## config.mk

```make
export PLATFORM = sky130hd
export DESIGN_NAME = ppt2d_div_cell
export DESIGN_NICKNAME = d
export VERILOG_FILES = /design/src/rtl/core/ppt2d_pkg.sv /design/src/rtl/core/ppt2d_div_cell.sv
export SDC_FILE = /design/constraint.sdc
export NUM_CORES = 1
export LEC_CHECK = 0
export ABC_AREA = 1
export BUFFER_PORTS_ARGS = -buffer_cell sky130_fd_sc_hd__buf_2
export CAP_MARGIN = 25
export CORE_AREA = 5 5 447 449
export CTS_CLUSTER_SIZE = 28
export DETAILED_ROUTE_END_ITERATION = 16
export DIE_AREA = 0 0 452 454
export GPL_TIMING_DRIVEN = 0
export PLACE_DENSITY_LB_ADDON = 0.15
export SLEW_MARGIN = 20
export SYNTH_ARGS = -nofsm -noshare
export SYNTH_HDL_FRONTEND = slang
export SYNTH_SLANG_ARGS = --single-unit
```

## constraint.sdc

```tcl
create_clock -name clk -period 0.8 [get_ports clk]
set_clock_uncertainty 0.05 [all_clocks]
set_input_delay 0.16 -clock clk [delete_from_list [all_inputs] [get_ports clk]]
set_output_delay 0.16 -clock clk [all_outputs]
set_load 0.02 [all_outputs]
```

## src/rtl/core/ppt2d_pkg.sv

```systemverilog
package ppt2d_pkg;
	localparam int CoordWidth = 32;
	localparam int FracBits = 16;
	localparam int CoefWidth = 32;
	localparam int CfgWidth = 64;
	localparam int IdxWidth = 3;
	localparam int ProdWidth = CoefWidth + CoordWidth;
	localparam int SumWidth = ProdWidth + 2;
	localparam int NumWidth = SumWidth + FracBits;
	localparam int QuoWidth = NumWidth;
	localparam int NumCells = QuoWidth;
	localparam int CntWidth = $clog2(NumCells + 1);

	typedef enum logic [IdxWidth-1:0] {
		REG_COL0 = 3'd0,
		REG_COL1 = 3'd1,
		REG_TRANS = 3'd2,
		REG_PERSP = 3'd3,
		REG_WBIAS = 3'd4
	} reg_idx_t;

	typedef enum logic [1:0] {
		ST_OK = 2'd0,
		ST_WZERO = 2'd1,
		ST_CLAMP = 2'd2
	} status_t;

	typedef struct packed {
		logic [NumWidth-1:0] rem_x;
		logic [NumWidth-1:0] rem_y;
		logic [QuoWidth-1:0] quo_x;
		logic [QuoWidth-1:0] quo_y;
		logic [NumWidth-1:0] num_x;
		logic [NumWidth-1:0] num_y;
		logic [NumWidth-1:0] den;
		logic neg_x;
		logic neg_y;
		logic wzero;
	} div_slot_t;
endpackage

```

## src/rtl/core/ppt2d_div_cell.sv

```systemverilog
module ppt2d_div_cell (
	input  logic clk,
	input  logic arst_n,
	input  logic valid_in,
	input  ppt2d_pkg::div_slot_t slot_in,
	output logic valid_out,
	output ppt2d_pkg::div_slot_t slot_out
);
	localparam int W = ppt2d_pkg::NumWidth;
	logic [W:0] trial_x, trial_y;
	logic [W-1:0] shx, shy;
	ppt2d_pkg::div_slot_t nxt;

	always_comb begin
		nxt = slot_in;
		shx = {slot_in.rem_x[W-2:0], slot_in.num_x[W-1]};
		shy = {slot_in.rem_y[W-2:0], slot_in.num_y[W-1]};
		nxt.num_x = {slot_in.num_x[W-2:0], 1'b0};
		nxt.num_y = {slot_in.num_y[W-2:0], 1'b0};
		trial_x = {1'b0, shx} - {1'b0, slot_in.den};
		trial_y = {1'b0, shy} - {1'b0, slot_in.den};
		nxt.rem_x = trial_x[W] ? shx : trial_x[W-1:0];
		nxt.rem_y = trial_y[W] ? shy : trial_y[W-1:0];
		nxt.quo_x = {slot_in.quo_x[ppt2d_pkg::QuoWidth-2:0], ~trial_x[W]};
		nxt.quo_y = {slot_in.quo_y[ppt2d_pkg::QuoWidth-2:0], ~trial_y[W]};
	end

	always_ff @(posedge clk or negedge arst_n) begin
		if (!arst_n) begin
			valid_out <= 1'b0;
		end else begin
			valid_out <= valid_in;
		end
	end

	always_ff @(posedge clk) begin
		slot_out <= nxt;
	end
endmodule

```

### Word-level counts from Yosys, hierarchy flattened

Cells that the tools add are included.
W data, S select, Z words.

| storage, ports and cells | value |
|---|---|
| bits in registers | 576 |
| input bits | 580 |
| output and inout port bits | 578 |

| operators by class | value |
|---|---|
| add/subtract/negate cells | 2 |
| multiplexer cells | 2 |
| bitwise logic cells | 2 |

Operators by type and width:

| kind | number |
|---|---|
| $sub A82 B82 Y83 | 2 |
| $mux W82 | 2 |
| $not A1 Y1 | 2 |

### Logic depth before layout (Yosys ltp)

| logic depth | value |
|---|---|
| word-level depth | 2 |
| mapped depth | 18 |

### Worst setup path before layout

No wires, ideal clock.

| timing | value |
|---|---|
| kind | input to register |
| start | in slot_in[248] (netlist bit) |
| end | reg slot_out[565] (netlist bit) |
| library setup time | 0.113 ns |
| data arrival time | 1.849 ns |
| slack | -1.212 ns |
| cell stages on the path | 14 |
| path buffers | 2 |
| cell sequence | inv_1 > ha_1 > inv_1 > fa_1 > nand3_1 > nand3_2 > nand2_1 > nand2_1 > nand3_4 > nand3_2 > buf_6 > buf_6 > nand3_1 > nand2_1 |

RTL lines:

| what | line | RTL |
|---|---|---|
| start: declaration | ppt2d_div_cell.sv:5 | `input ppt2d_pkg::div_slot_t slot_in,` |
| end signal: assignment | ppt2d_div_cell.sv:37 | `slot_out <= nxt;` |
| end: declaration | ppt2d_div_cell.sv:7 | `output ppt2d_pkg::div_slot_t slot_out` |

==> metrics.md <==
| Metric | Value |
|---|---|
| Pint | roughly 67 mW |
| PD cells | around 1900 nW/um^2 |
| Max VDD drop | approximately 1500 uV |
| Core Util, Final | 0.287 |
| Total track usage | 0.238 |
| Final setup fails | approximately 860 |
| Worst Setup End Kind | register |
| Vias/cell | between 3 and 4 |
| CP arrival | 2.63 ns |
| Hold Violations, Final | 46 |
| Initial antenna violation count | 43 |
| Die height | approximately 450 um |
| Largest net degree at the start of global routing | 14 |
| Comb pwr share | 0.351 |
| Worst-path clk slew | around 0.060 ns |
| Worst slew pin tran | roughly 0.67 ns |
| CTS tree | built |
| Clock network fraction of total power | 0.346 |
| Max Cap Violations | 0 |
| Post-synthesis register bit count | roughly 580 |
| Die W | between 400 and 500 um |
| Hold crit path type | primary input to register |
| Total gr overflow | 0 |
| Sequential Power Share | 0.302 |
| Top-area cell type share of the netlist area | 0.388 |
| Failing checks | negative hold slack, negative setup slack |
| Cell area after layout | between 50,000 and 60,000 sq um |
| Cell family with most CP delay | buffers and inverters |
| RSZ-0062 raised after global routing | yes |
| Die Area | ~210,000 sq um |
| Pwr Total | about 110 mW |
| ANT nets after route | 0 |
| Final RePlAce weighted congestion | a little over 0.9 |
| Critical Path Max Stage Delay | about 0.28 ns |
| H-tree levels | 3 |
| CP max-delay cell | a21oi_4 |
| Status | complete, but fails checks |
| Hpwl dp | approximately 220,000 um |
| Yosys warning count | 0 |
| First-pass GRT wire length | roughly 330,000 um |
| Synth top area cells | dfxtp_1 (39%), nand2_1 (20%), inv_1 (11%) |
| Static Leak | around 27 nW |
| NumNets Final | about 7,300 |
| IO Port Bufs | roughly 1,200 |
| Post-place instance area | between 30,000 and 40,000 sq um |
| Mapped Area | between 20,000 and 30,000 sq um |
| WL/cell | between 20 and 30 um |
| Crit-path cells | buf_8 > clkinvlp_4 > buf_12 > ha_4 > a21oi_4 > o21ai_2 > inv_1 > nand2_1 > nand2_1 > nand2_2 > a21oi_4 > nand3_4 > buf_12 > buf_16 > buf_12 > o21ai_4 |
| Hold path endpoint | slot_out[3] |
| Detailed Routing Iterations Pass 1 | 5 |
| Seq/Total Area, Yosys | 0.389 |
| Most common cell after layout, fill and taps aside | nand2_1 |
| Cell taking the most area after synthesis | dfxtp_1 |
| Number of buffer and inverter stages on the critical path | 7 |
| Hold path depth | 1 |
| Most used cell, CP | buf_12 |
| Clock root cell | clkbuf_16 |
| Drt drc | 0 |
| Row count | between 150 and 200 |
| Final WL | approximately 260,000 um |
| I/O pins | about 1,200 |
| Sw Share | 0.371 |
| Rel. slew slack | 0.547 |
| Crit start category | primary input |
| Share of cells above drive strength 1 | 0.365 |
| Routed vias | 36,683 |
| P_sw | a little under 40 mW |
| Hold slack final | -0.418 ns |
| Tcrit/Tclk final | 2.57 |
| Worst setup margin | -1.26 ns |
| Hold path startpoint | slot_in[3] |
| Vias in the first global route | ~39,000 |
| CTS Sinks | between 500 and 600 |
| Mapped Cells | approximately 4,500 |
| Fmax | 486 MHz |
| Setup CP Type | primary input to register |
| CTS buffer count | 81 |
| Longest Clk Path Bufs | 3 |
| Worst path required time | around 1.4 ns |
| Placeable Area | between 150,000 and 200,000 sq um |
| Mean Syn Cell Area | 6.63 sq um |
| FILL cells | approximately 22,000 |
| Post-synth cell types | 37 |
| Syn-to-layout area delta | 89.3% |
| Slew Limit Fails | 0 |
| Most frequent cells in the layout | nand2_1 (1,300), buf_2 (1,129), inv_1 (809) |
| First element of the critical path | slot_in[58] |
| Post-route minimum period | roughly 2.1 ns |
| Initial core utilization | 0.152 |
| CP Max Fanout | 6 |
| Initial DRC Count | 1,607 |
==> through the flow <==
step | std cells | TNS, ns | setup WS [ns]
after global placement | 8182 | -411.70 | -2.89
final | 9229 | -553.64 | -1.26
after CTS | 9118 | -597.34 | -1.26
after floorplan | 4474 | -177.99 | -1.09
after global routing | 9223 | -591.38 | -1.25
after detailed placement | 8182 | -409.27 | -2.88
==> power groups by stage <==
stage / Combinational (mW) / Sequential (mW) / Clock (mW)
after floorplan: 10.9 / 36.1 / 0
after global placement: 28.2 / 32.8 / 0
after detailed placement: 28.1 / 32.8 / 0
after CTS: 35.2 / 32.3 / 38.2
after global routing: 39.6 / 32.5 / 39.1
final: 37.5 / 32.2 / 36.9
==> synth_stat cells <==
cell type and number:
clkbuf_1 18, and2_1 4, nand2_1 1556, nor2_2 12
buf_4 2, conb_1 1, fa_1 2, ha_1 164
a21boi_0 2, clkinv_1 2, dfxtp_1 575, a21o_1 3
buf_6 17, o31ai_1 2, nand3_4 2, nand3_1 195
o21bai_1 30, o21a_1 2, o21ai_0 53, dfrtp_1 1
nand2_2 7, or2_2 1, a21oi_1 169, o21ai_1 86
inv_1 902, nand3_2 13, nor2_4 9, inv_2 27
a21oi_4 2, nor4_1 4, nor2_1 366, buf_8 2
nand4_1 71, nand3b_1 33, xor2_1 96, nor3_1 33
buf_2 9
==> layout make-up <==
class	count	area [sq um]	area share
multi-input combinational	2919	19200	0.341
timing repair buffer	2038	15200	0.271
sequential	576	11500	0.205
inverter	931	3750	0.0667
tap	2557	3200	0.0569
clock buffer	104	2250	0.0401
buffer	45	518	0.00922
clock inverter	34	447	0.00795
antenna	25	62.6	0.00111
==> timing repair <==
action                                  CTS  global route
endpoints found under the setup margin  742           789
pin swaps                                86           116
setup buffers                           126            58
hold buffers                            670            21
gates resized for setup                 583           486
hold endpoints to repair                575            67
gates cloned                              5             9
==> worst max path at each step <==
stage | to | slack (ns) | depth (start not counted)
finish | slot_out[460] | -1.26 | 16
global route | slot_out[460] | -1.25 | 18
CTS | slot_out[559] | -1.26 | 16
detailed placement | slot_out[450] | -2.88 | 15
global placement | slot_out[450] | -2.89 | 15
floorplan | slot_out[565] | -1.09 | 14
==> cells by family after synthesis <==
logic type | share of synthesized area
and+or+nand+nor | 0.320
AOI/OAI and AO/OA | 0.0629
DFF | 0.389
adders and majority gates | 0.0705
buffers and inverters | 0.130
xor gates and xnor gates | 0.0283
other | 0.000126
==> routing by layer <==
| layer | wire, um | vias up | GRT usage |
|---|---|---|---|
| met5 | 79 | - | 0 |
| met4 | 15500 | 12 | 0.113 |
| met3 | 9370 | 357 | 0.0312 |
| met2 | 142000 | 1033 | 0.485 |
| met1 | 88400 | 17460 | 0.232 |
| li1 | - | 17821 | - |
==> sequential cells by signal (all words and copies together) (netlist names) <==
| signal | count |
|---|---|
| valid_out | 1 |
| slot_out | 575 |
No activity file was read; power rests on OpenSTA's default activity.
